--- src/rtl/mncsd_pkg.sv ---
// Shared types and constants for the MIDI note / control change switch decoder.
package mncsd_pkg;

    // Assembler phase, one-hot
    typedef enum logic [2:0] {
        PH_STATUS = 3'b001,
        PH_DATA1  = 3'b010,
        PH_DATA2  = 3'b100
    } phase_t;

    // Kind of message being assembled
    typedef enum logic [1:0] {
        KIND_NONE     = 2'd0,
        KIND_NOTE_ON  = 2'd1,
        KIND_NOTE_OFF = 2'd2,
        KIND_CTRL     = 2'd3
    } kind_t;

    // Upper nibble of the status bytes
    localparam logic [3:0] STAT_NOTE_OFF = 4'h8;
    localparam logic [3:0] STAT_NOTE_ON  = 4'h9;
    localparam logic [3:0] STAT_CTRL     = 4'hB;

    // Register indexes (byte address = 4 * index)
    localparam logic REG_BASE_NOTE    = 1'b0;
    localparam logic REG_CC_THRESHOLD = 1'b1;

    localparam logic [6:0]  BASE_NOTE_RESET    = 7'd60;
    localparam logic [6:0]  CC_THRESHOLD_RESET = 7'd64;
    localparam logic [15:0] SWITCH_RESET       = 16'h0BB7;

    localparam int BYTE_W   = 8;
    localparam int INDEX_W  = 4;
    localparam int CFG_W    = 7;
    localparam int APB_DW   = 32;
    localparam int APB_AW   = 3;

endpackage

--- src/rtl/midi_note_cc_switch_decoder_core.sv ---
// Top level: MIDI note / control change parser driving a bank of on/off switches.
//
// The block takes one MIDI byte per clock on the slave stream and sustains one
// byte per cycle while the master side is ready. Each accepted byte goes into an
// input register; from there a single stage of logic advances the
// three-byte message assembler and, when a message completes on a switch,
// loads the output register, which drives the master stream. The output
// register is the only buffer after the assembler: while a result waits there,
// the assembler stalls and the input register holds one more byte. Note On /
// Note Off for a note in the window starting at base_note, or Control Change
// with any number (taken modulo NUM_SWITCHES), sets or clears one switch; a
// message cut by a packet end is dropped.
module midi_note_cc_switch_decoder_core
    import mncsd_pkg::*;
#(
    parameter int NUM_SWITCHES = 12,
    localparam int OUT_BITS = INDEX_W + 1 + NUM_SWITCHES,
    localparam int OUT_W    = ((OUT_BITS + 7) / 8) * 8
)
(
    input  logic                 clk,
    input  logic                 rst_n,

    // Configuration port
    input  logic                 psel,
    input  logic                 penable,
    input  logic                 pwrite,
    input  logic [APB_AW-1:0]    paddr,
    input  logic [APB_DW-1:0]    pwdata,
    output logic [APB_DW-1:0]    prdata,
    output logic                 pready,

    // Byte stream in
    input  logic                 s_tvalid,
    output logic                 s_tready,
    input  logic [BYTE_W-1:0]    s_tdata,   // [7:0] data_byte
    input  logic                 s_tlast,   // packet_end

    // Switch updates out
    output logic                 m_tvalid,
    input  logic                 m_tready,
    output logic [OUT_W-1:0]     m_tdata    // [3:0] switch_index, [4] switch_on,
                                            // [4+NUM_SWITCHES:5] all_switches, rest zero
);

    // Reciprocal for modulo NUM_SWITCHES of an 8-bit byte
    localparam int RECIP_SHIFT = 16;
    localparam int RECIP_W     = RECIP_SHIFT + 1;
    localparam logic [RECIP_W-1:0] RECIP =
        RECIP_W'(((1 << RECIP_SHIFT) + NUM_SWITCHES - 1) / NUM_SWITCHES);
    localparam int PROD_W = BYTE_W + RECIP_W;
    localparam logic [BYTE_W:0]    NUM_SW_9 = (BYTE_W+1)'(NUM_SWITCHES);
    localparam logic [BYTE_W-1:0]  NUM_SW_8 = BYTE_W'(NUM_SWITCHES);

    // Configuration registers
    logic [CFG_W-1:0] base_note_reg;
    logic [CFG_W-1:0] cc_threshold_reg;

    // Input register
    logic              in_valid_reg;
    logic [BYTE_W-1:0] in_byte_reg;
    logic              in_last_reg;

    // Assembler state
    phase_t                  phase_reg, phase_next;
    kind_t                   kind_reg, kind_next;
    logic [BYTE_W-1:0]       first_reg, first_next;
    logic [NUM_SWITCHES-1:0] switch_reg, switch_next;

    // Output register
    logic               out_valid_reg;
    logic [OUT_W-1:0]   out_data_reg, out_data_next;

    logic proc_fire;
    logic cfg_write;
    logic result;

    logic [PROD_W-1:0]      prod;
    logic [BYTE_W-1:0]      quot;
    logic [BYTE_W-1:0]      rem_raw;
    logic [BYTE_W-1:0]      cc_index;
    logic [BYTE_W:0]        note_diff;
    logic                   note_hit;
    logic [INDEX_W-1:0]     sel_index;
    logic                   sel_on;
    logic [NUM_SWITCHES-1:0] sel_mask;

    // ---------------- configuration ----------------
    assign pready    = 1'b1;
    assign cfg_write = psel && penable && pwrite && pready;

    always_ff @(posedge clk or negedge rst_n)
    begin
        if (!rst_n)
        begin
            base_note_reg    <= BASE_NOTE_RESET;
            cc_threshold_reg <= CC_THRESHOLD_RESET;
        end
        else if (cfg_write)
        begin
            if (paddr[2] == REG_BASE_NOTE)
                base_note_reg <= pwdata[CFG_W-1:0];
            else
                cc_threshold_reg <= pwdata[CFG_W-1:0];
        end
    end

    always_comb
    begin
        if (paddr[2] == REG_CC_THRESHOLD)
            prdata = {{(APB_DW-CFG_W){1'b0}}, cc_threshold_reg};
        else
            prdata = {{(APB_DW-CFG_W){1'b0}}, base_note_reg};
    end

    // ---------------- handshakes ----------------
    assign proc_fire = in_valid_reg && (!out_valid_reg || m_tready);
    assign s_tready  = !in_valid_reg || proc_fire;

    always_ff @(posedge clk or negedge rst_n)
    begin
        if (!rst_n)
            in_valid_reg <= 1'b0;
        else if (s_tready)
            in_valid_reg <= s_tvalid;
    end

    always_ff @(posedge clk)
    begin
        if (s_tready && s_tvalid)
        begin
            in_byte_reg <= s_tdata;
            in_last_reg <= s_tlast;
        end
    end

    // ---------------- message assembler ----------------
    // Control number modulo NUM_SWITCHES: reciprocal estimate, then one correction
    assign prod     = PROD_W'(first_reg) * PROD_W'(RECIP);
    assign quot     = prod[RECIP_SHIFT +: BYTE_W];
    assign rem_raw  = first_reg - BYTE_W'(quot * NUM_SW_8);
    assign cc_index = (rem_raw >= NUM_SW_8) ? (rem_raw - NUM_SW_8) : rem_raw;

    assign note_diff = {1'b0, first_reg} - {2'b00, base_note_reg};
    assign note_hit  = !note_diff[BYTE_W] && (note_diff < NUM_SW_9);

    always_comb
    begin
        if (kind_reg == KIND_CTRL)
        begin
            sel_index = cc_index[INDEX_W-1:0];
            sel_on    = in_byte_reg > {1'b0, cc_threshold_reg};
        end
        else
        begin
            sel_index = note_diff[INDEX_W-1:0];
            sel_on    = (kind_reg == KIND_NOTE_ON) && (in_byte_reg != '0);
        end
    end

    always_comb
    begin
        for (int i = 0; i < NUM_SWITCHES; i++)
            sel_mask[i] = (sel_index == INDEX_W'(i));
    end

    always_comb
    begin
        phase_next    = phase_reg;
        kind_next     = kind_reg;
        first_next    = first_reg;
        switch_next   = switch_reg;
        result        = 1'b0;

        case (phase_reg)
            PH_DATA1:
            begin
                first_next = in_byte_reg;
                phase_next = PH_DATA2;
            end
            PH_DATA2:
            begin
                phase_next = PH_STATUS;
                if ((kind_reg == KIND_CTRL) || note_hit)
                begin
                    result      = 1'b1;
                    switch_next = sel_on ? (switch_reg | sel_mask) : (switch_reg & ~sel_mask);
                end
            end
            default:
            begin
                phase_next = PH_STATUS;
                case (in_byte_reg[7:4])
                    STAT_NOTE_ON:
                    begin
                        kind_next  = KIND_NOTE_ON;
                        phase_next = PH_DATA1;
                    end
                    STAT_NOTE_OFF:
                    begin
                        kind_next  = KIND_NOTE_OFF;
                        phase_next = PH_DATA1;
                    end
                    STAT_CTRL:
                    begin
                        kind_next  = KIND_CTRL;
                        phase_next = PH_DATA1;
                    end
                    default:
                    begin
                        kind_next = kind_reg;
                    end
                endcase
            end
        endcase

        // Drop any partial message at packet end
        if (in_last_reg)
            phase_next = PH_STATUS;

        out_data_next = '0;
        out_data_next[INDEX_W-1:0]             = sel_index;
        out_data_next[INDEX_W]                 = sel_on;
        out_data_next[INDEX_W+1 +: NUM_SWITCHES] = switch_next;
    end

    always_ff @(posedge clk or negedge rst_n)
    begin
        if (!rst_n)
        begin
            phase_reg  <= PH_STATUS;
            kind_reg   <= KIND_NONE;
            first_reg  <= '0;
            switch_reg <= SWITCH_RESET[NUM_SWITCHES-1:0];
        end
        else if (proc_fire)
        begin
            phase_reg  <= phase_next;
            kind_reg   <= kind_next;
            first_reg  <= first_next;
            switch_reg <= switch_next;
        end
    end

    // ---------------- output register ----------------
    always_ff @(posedge clk or negedge rst_n)
    begin
        if (!rst_n)
            out_valid_reg <= 1'b0;
        else if (proc_fire && result)
            out_valid_reg <= 1'b1;
        else if (m_tready)
            out_valid_reg <= 1'b0;
    end

    always_ff @(posedge clk)
    begin
        if (proc_fire && result)
            out_data_reg <= out_data_next;
    end

    assign m_tvalid = out_valid_reg;
    assign m_tdata  = out_data_reg;

endmodule
--- config.mk ---
export PLATFORM = sky130hd
export DESIGN_NAME = midi_note_cc_switch_decoder_core
export DESIGN_NICKNAME = d
export VERILOG_FILES = /design/src/rtl/mncsd_pkg.sv /design/src/rtl/midi_note_cc_switch_decoder_core.sv
export SDC_FILE = /design/constraint.sdc
export NUM_CORES = 1
export LEC_CHECK = 0
export BUFFER_PORTS_ARGS = -buffer_cell sky130_fd_sc_hd__buf_2
export CAP_MARGIN = 20
export CELL_PAD_IN_SITES_DETAIL_PLACEMENT = 0
export CELL_PAD_IN_SITES_GLOBAL_PLACEMENT = 1
export CORE_MARGIN = 8
export CORE_UTILIZATION = 39
export DETAILED_ROUTE_END_ITERATION = 8
export PLACE_DENSITY = 0.77
export SYNTH_ARGS = -nofsm -noshare
export SYNTH_HDL_FRONTEND = slang
export SYNTH_SLANG_ARGS = --single-unit
--- constraint.sdc ---
create_clock -name clk -period 7.3 [get_ports clk]
set_input_delay 1.095 -clock clk [delete_from_list [all_inputs] [get_ports clk]]
set_output_delay 1.095 -clock clk [all_outputs]
set_load 0.01 [all_outputs]
==> results of run 1 <==
-- path summary, 6_finish.rpt --
| kind | from | end | slack, ns | depth (start not counted) |
|---|---|---|---|---|
| setup / recovery | first_reg[6]$_DFFE_PN0P_ | m_tdata[14]$_DFFE_PP_ | -0.07 | 32 |
| hold / removal | in_last_reg$_DFFE_PP_ | phase_reg[2]$_DFFE_PN0P_ | 0.48 | 1 |
| setup reg to reg | first_reg[6]$_DFFE_PN0P_ | m_tdata[14]$_DFFE_PP_ | -0.07 | 32 |
| hold reg to reg | in_last_reg$_DFFE_PP_ | phase_reg[2]$_DFFE_PN0P_ | 0.48 | 1 |
| max in group asynchronous | rst_n | first_reg[6]$_DFFE_PN0P_ | 5.75 | 1 |
| min in group asynchronous | rst_n | switch_reg[3]$_DFFE_PN0P_ | 0.90 | 1 |
-- layer usage --
metal / routed length, um / vias up
met5: 0 / -
met4: 221 / 0
met3: 314 / 18
met2: 6230 / 53
met1: 5390 / 1995
li1: - / 2049
-- worst max-delay path, delay by kind of cell (launching register included) --
family	cells	cell delay (ns)
buf+inv	6	0.47
compound gates	12	2.20
xor+xnor	2	0.24
mux	1	0.33
flops	1	0.46
simple gates	4	0.83
fa+ha+maj	7	2.57
-- cell usage after synthesis (all sizes together), types with 13 or more instances --
cell type,instances
inv,68
nand3,15
nand2,40
mux2,44
o21a,13
ha,69
edfxtp,26
o21ai,30
buf,35
dfstp,15
nor2,22
fa,20
dfrtp,26
-- area by class of cell --
cell class                      count  area, um^2  area share, %
Timing Repair Buffer              110         742           10.6
Clock inverter                      5        20.0          0.286
Multi-Input combinational cell    393        3690           52.8
Clock buffer                       11         233           3.33
Inverter                           68         255           3.65
Sequential cell                    67        1830           26.1
Tap cell                          180         225           3.22
-- through the flow --
stage | utilization [%] | instances | hold slack, ns
6_report | 50.8 | 834 | 0.484
5_1_grt | 50.8 | 834 | 0.528
4_1_cts | 49.0 | 832 | 0.486
3_5_place_dp | 44.4 | 801 | 0.483
3_3_place_gp | 44.4 | 801 | 0.475
2_1_floorplan | - | 567 | 0.451
-- cells by family (layout without fill, tap and decap cells) --
family / Yosys count / count (layout) / synth area share (%)
buffers and inverters: 107 / 194 / 9.66
AND/OR/NAND/NOR: 125 / 125 / 11.3
other: 2 / 33 / 0.137
adder cells (fa/ha/maj): 90 / 90 / 23.3
multiplexers: 47 / 47 / 9.61
AO/OA/AOI/OAI: 88 / 88 / 11.1
flip-flops: 67 / 67 / 33.4
XOR/XNOR: 10 / 10 / 1.60
-- what timing repair did --
action	in CTS	in global routing
resized for setup	59	42
buffers inserted	17	3
endpoints found under the hold margin	0	0
pin swaps	43	28
gates cloned	0	0
setup endpoints to repair	24	25
==> metrics.md, run 1 <==
| Metric | Value |
|---|---|
| Crit end category | flop |
| Clock Root Buffer | clkbuf_16 |
| DIE AREA | 18100 um^2 |
| Post-DP HPWL | 9370 um |
| Crit path DAT | 7.45 ns |
| Worst setup margin | -0.0742 ns |
| Share of layout cells above drive strength 1 | 37.5% |
| Ports | 110 |
| Via/cell ratio | 4.93 |
| Seq/Total Area, Yosys | 33.4% |
| CP max stage delay | 0.52 ns |
| GR Util met2 | between 20% and 30% |
| H-tree levels | 3 |
| Distinct cell type count after synthesis | 60 |
| FILL cells | 1261 |
| Commonest cells after routing, fill and taps aside | 63 x inv_1, 60 x ha_1, 53 x buf_4, 49 x buf_2, 38 x nand2_1 |
| Number of global-route vias before repair | 4346 |
| Synthesized area | approximately 5500 um^2 |
| CTS tree | yes |
| Setup TNS | -0.241 ns |
| Final ANT Viol Nets | 0 |
| First-pass GRT wire length | 20100 um |
| Total track usage | 13.7% |
| HP Class | flop to flop |
| Initial core utilization | approximately two fifths |
| Design area | 7000 um^2 |
| Critical path required time | 7.37 ns |
| Warnings, synthesis | 0 |
| CP dominant cell by count | o21a_1 |
| Core Rows | 43 |
| Top_reg_cell synth | edfxtp_1 |
| Top-area cell type share of the netlist area | around 16% |
| Max FFs per register | 17 |
| Synth area leader | ha_1 |
| CTS Buffer Depth | 2 |
| Minimum clock period | 7.37 ns |
| RSZ-0062 raised after global routing | yes |
| Hold buffers post-CTS | 0 |
| Worst relative slew slack | between 20% and 30% |
| Syn Inst Count | 536 |
| Max Cap Viol | 0 |
| Met1 usage | 15.8% |
| Synth Register Bits | 67 |
| Leading cell type in the layout, fill and taps excluded | inv_1 |
| Pins over their slew limit | 0 |
| Total number of vias | ~4100 |
| Setup WS pre-CTS | -0.323 ns |
| Avg Inst Size Synth | 10.2 um^2 |
| Gpl congestion | 0.819 |
| Post-synth EDFFs | 26 |
| Clock slew at reported path FFs | 0.05 ns |
| Area grow syn2layout | 28.0% |
| DR WL/cell | between 10 and 15 um |
| DRC | 0 |
| Failing checks | negative setup slack |
| Largest net degree at the start of global routing | 42 |
| WS Path Type | flop to flop |
| Async set-reset flop share out of synthesis | roughly 61% |
| Setup Skew | around 0.0046 ns |
| DRT Wirelength | roughly 12000 um |
| GR peak layer | met2 |
| CTS Buf Count | 9 |
| Post-route clock period utilization | 101% |
| Congestion Overflow GR | 0 |
| Main area contributors after synthesis | ha_1 16%, edfxtp_1 14%, dfrtp_1 12% |
| Outcome | complete, but fails checks |
| Met3 Use GR | 2.13% |
| Die W | 134 um |
| DR iter-0 viols | 128 |
| Initial DRT Pass Iterations | 4 |
| CP Launch Type | flop |
| Setup Viol. Count Final | 7 |
| Sink Count | 67 |
| Port buffer count | 49 |
| Initial antenna violation count | 0 |
| Fin. Hold Viols | 0 |
| ANT cells | 0 |
| Clock latency at the later pin of the worst-skew pair | 0.33 ns |
| Placed instance area | 6110 um^2 |
| Critical path's slowest cell | fa_2 |
| Die Height | between 100 and 150 um |
| Crit-path max FO | 6 |
| Final net count | 789 |
| Core box area | 13800 um^2 |
| FMAX | between 100 and 150 MHz |
| Worst-margin pin slew | 1.08 ns |
Power of run 1 is not shown: default switching activity piles up to over one toggle a cycle in this logic, so the estimate is an artifact.
==> run 2: changes to the inputs <==
- RECOVER_POWER: unset -> 50
==> run 2 against run 1 <==
Effect of this change: core utilization is essentially flat; die area unchanged; the flow finishes with violations (max-capacitance violations, max-slew violations, negative setup slack); non-clock buffer count is the same; final cell count unchanged; register-to-register slack hardly changed; worst setup slack better by 0.0029 ns; wire length rose by 0.16%; sequential share of layout area hardly changed; clock-buffer cell count did not move.
==> metrics.md, run 2 (same netlist as run 1, synthesis figures left out) <==
| Metric | Value |
|---|---|
| WHS | 0.486 ns (+0.00188 ns) |
| Setup Skew | 0.00425 ns (-0.000370 ns) |
| Pins over their slew limit | 42 (+42) |
| Largest net degree at the start of global routing | 42 (unchanged) |
| Area grow syn2layout | 27.8% (about the same) |
| Critical path's slowest cell | fa_2 |
| Worst relative slew slack | -48.0% (-76 points) |
| Fin. Hold Viols | 0 (unchanged) |
| RSZ-0062 raised after global routing | yes |
| CTS Buffer Depth | 2 (unchanged) |
| Critical path required time | 7.37 ns (about the same) |
| CP max stage delay | 0.52 ns (about the same) |
| Leading cell type in the layout, fill and taps excluded | inv_1 |
| Placed insts | 801 (unchanged) |
| Setup TNS | -0.227 ns (+0.0141 ns) |
| Minimum clock period | 7.37 ns (-0.00286 ns) |
| Clock Root Buffer | clkbuf_16 |
| H-tree levels | 3 (unchanged) |
| Total number of vias | 4108 (-0.17%) |
| DRT Wirelength | 12200 um (+0.16%) |
| Met3 Use GR | 2.13% (unchanged) |
| Crit-path max FO | 6 (unchanged) |
| CTS Buf Count | 9 (unchanged) |
| Hold buffers post-CTS | 0 (unchanged) |
| Final ANT Viol Nets | 0 (unchanged) |
| Die W | 134 um (unchanged) |
| Core box area | 13800 um^2 (unchanged) |
| Number of global-route vias before repair | 4346 (unchanged) |
| Clock slew at reported path FFs | 0.05 ns (about the same) |
| Worst setup margin | -0.0713 ns (+0.00286 ns) |
| Initial core utilization | 39.7% (unchanged) |
| CTS tree | yes |
| Commonest cells after routing, fill and taps aside | 63 x inv_1, 60 x ha_1, 53 x buf_4, 44 x buf_2, 38 x nand2_1 |
| DIE AREA | 18100 um^2 (unchanged) |
| Crit path DAT | 7.45 ns (about the same) |
| Die Height | 134 um (unchanged) |
| HP Class | flop to flop |
| Worst-margin pin slew | 2.22 ns (+1.14 ns) |
| Initial DRT Pass Iterations | 4 (unchanged) |
| DR WL/cell | 14.6 um (+0.16%) |
| First-pass GRT wire length | 20100 um (unchanged) |
| Core Rows | 43 (unchanged) |
| Gpl congestion | 0.819 (unchanged) |
| Post-DP HPWL | 9370 um (unchanged) |
| Port buffer count | 49 (unchanged) |
| Via/cell ratio | 4.93 (-0.17%) |
| Initial antenna violation count | 0 (unchanged) |
| GR Util met2 | 24.4% (unchanged) |
| WS Path Type | flop to flop |
| Final Instance Count excl. Fillers | 834 (unchanged) |
| DR iter-0 viols | 140 (+9.4%) |
| Sink Count | 67 (unchanged) |
| Outcome | complete, but fails checks |
| Max FFs per register | 17 (unchanged) |
| Share of layout cells above drive strength 1 | 36.7% (-0.76 points) |
| Clock latency at the later pin of the worst-skew pair | 0.33 ns (about the same) |
| Failing checks | max-capacitance violations, max-slew violations, negative setup slack |
| Post-layout util | 50.8% (about the same) |
| Total track usage | 13.7% (unchanged) |
| Met1 usage | 15.8% (unchanged) |
| Post-route clock period utilization | 101% (about the same) |
| Max Cap Viol | 1 (+1) |
| CP Launch Type | flop |
| CP dominant cell by count | o21a_1 |
| Setup Viol. Count Final | 7 (unchanged) |
| FMAX | 136 MHz (about the same) |
| Final net count | 789 (unchanged) |
| DRC | 0 (unchanged) |
| GR peak layer | met2 |
| Ports | 110 (unchanged) |
| Crit end category | flop |
| ANT cells | 0 (unchanged) |
| Congestion Overflow GR | 0 (unchanged) |
-- run 2: path summary, 6_finish.rpt --
| check | to | slack [ns] | start | depth (start not counted) |
|---|---|---|---|---|
| setup / recovery | m_tdata[14]$_DFFE_PP_ | -0.07 | first_reg[6]$_DFFE_PN0P_ | 32 |
| setup reg to reg | m_tdata[14]$_DFFE_PP_ | -0.07 | first_reg[6]$_DFFE_PN0P_ | 32 |
| hold reg to reg | phase_reg[2]$_DFFE_PN0P_ | 0.49 | in_last_reg$_DFFE_PP_ | 1 |
| max in group asynchronous | first_reg[6]$_DFFE_PN0P_ | 4.44 | rst_n | 1 |
| hold / removal | phase_reg[2]$_DFFE_PN0P_ | 0.49 | in_last_reg$_DFFE_PP_ | 1 |
| min in group asynchronous | switch_reg[3]$_DFFE_PN0P_ | 1.41 | rst_n | 1 |
-- run 2: critical path: cells and delay by family (launching register included) --
family	cells	cell delay, ns
simple gates	4	0.82
mux	1	0.33
fa+ha+maj	7	2.57
compound gates	12	2.20
buf+inv	6	0.47
flops	1	0.46
xor+xnor	2	0.24
-- run 2: metrics by stage --
step | setup slack, ns | cell area, um^2
global route | -0.344 | 6990
floorplan | 0.0412 | 5580
CTS | -0.186 | 6750
global placement | -0.195 | 6110
detailed placement | -0.323 | 6110
finish | -0.0713 | 6990
-- run 2: what timing repair did --
action | in CTS | in global routing
pin swaps | 43 | 28
setup endpoints to repair | 24 | 25
endpoints found under the hold margin | 0 | 0
buffers inserted | 17 | 3
resized for setup | 59 | 42
-- run 2: final cells by class --
cell class	instances	area, um^2
fill	1264	6780
multi-input combinational	393	3690
sequential	67	1830
timing repair buffer	110	736
inverter	68	255
clock buffer	11	233
tap	180	225
clock inverter	5	20.0
-- run 2: layer usage --
layer | share of wire, % | wire, um
met5 | 0 | 0
met4 | 1.8 | 215
met3 | 2.8 | 343
met2 | 51 | 6210
met1 | 44 | 5410
Power of run 2 is left out for the same reason.
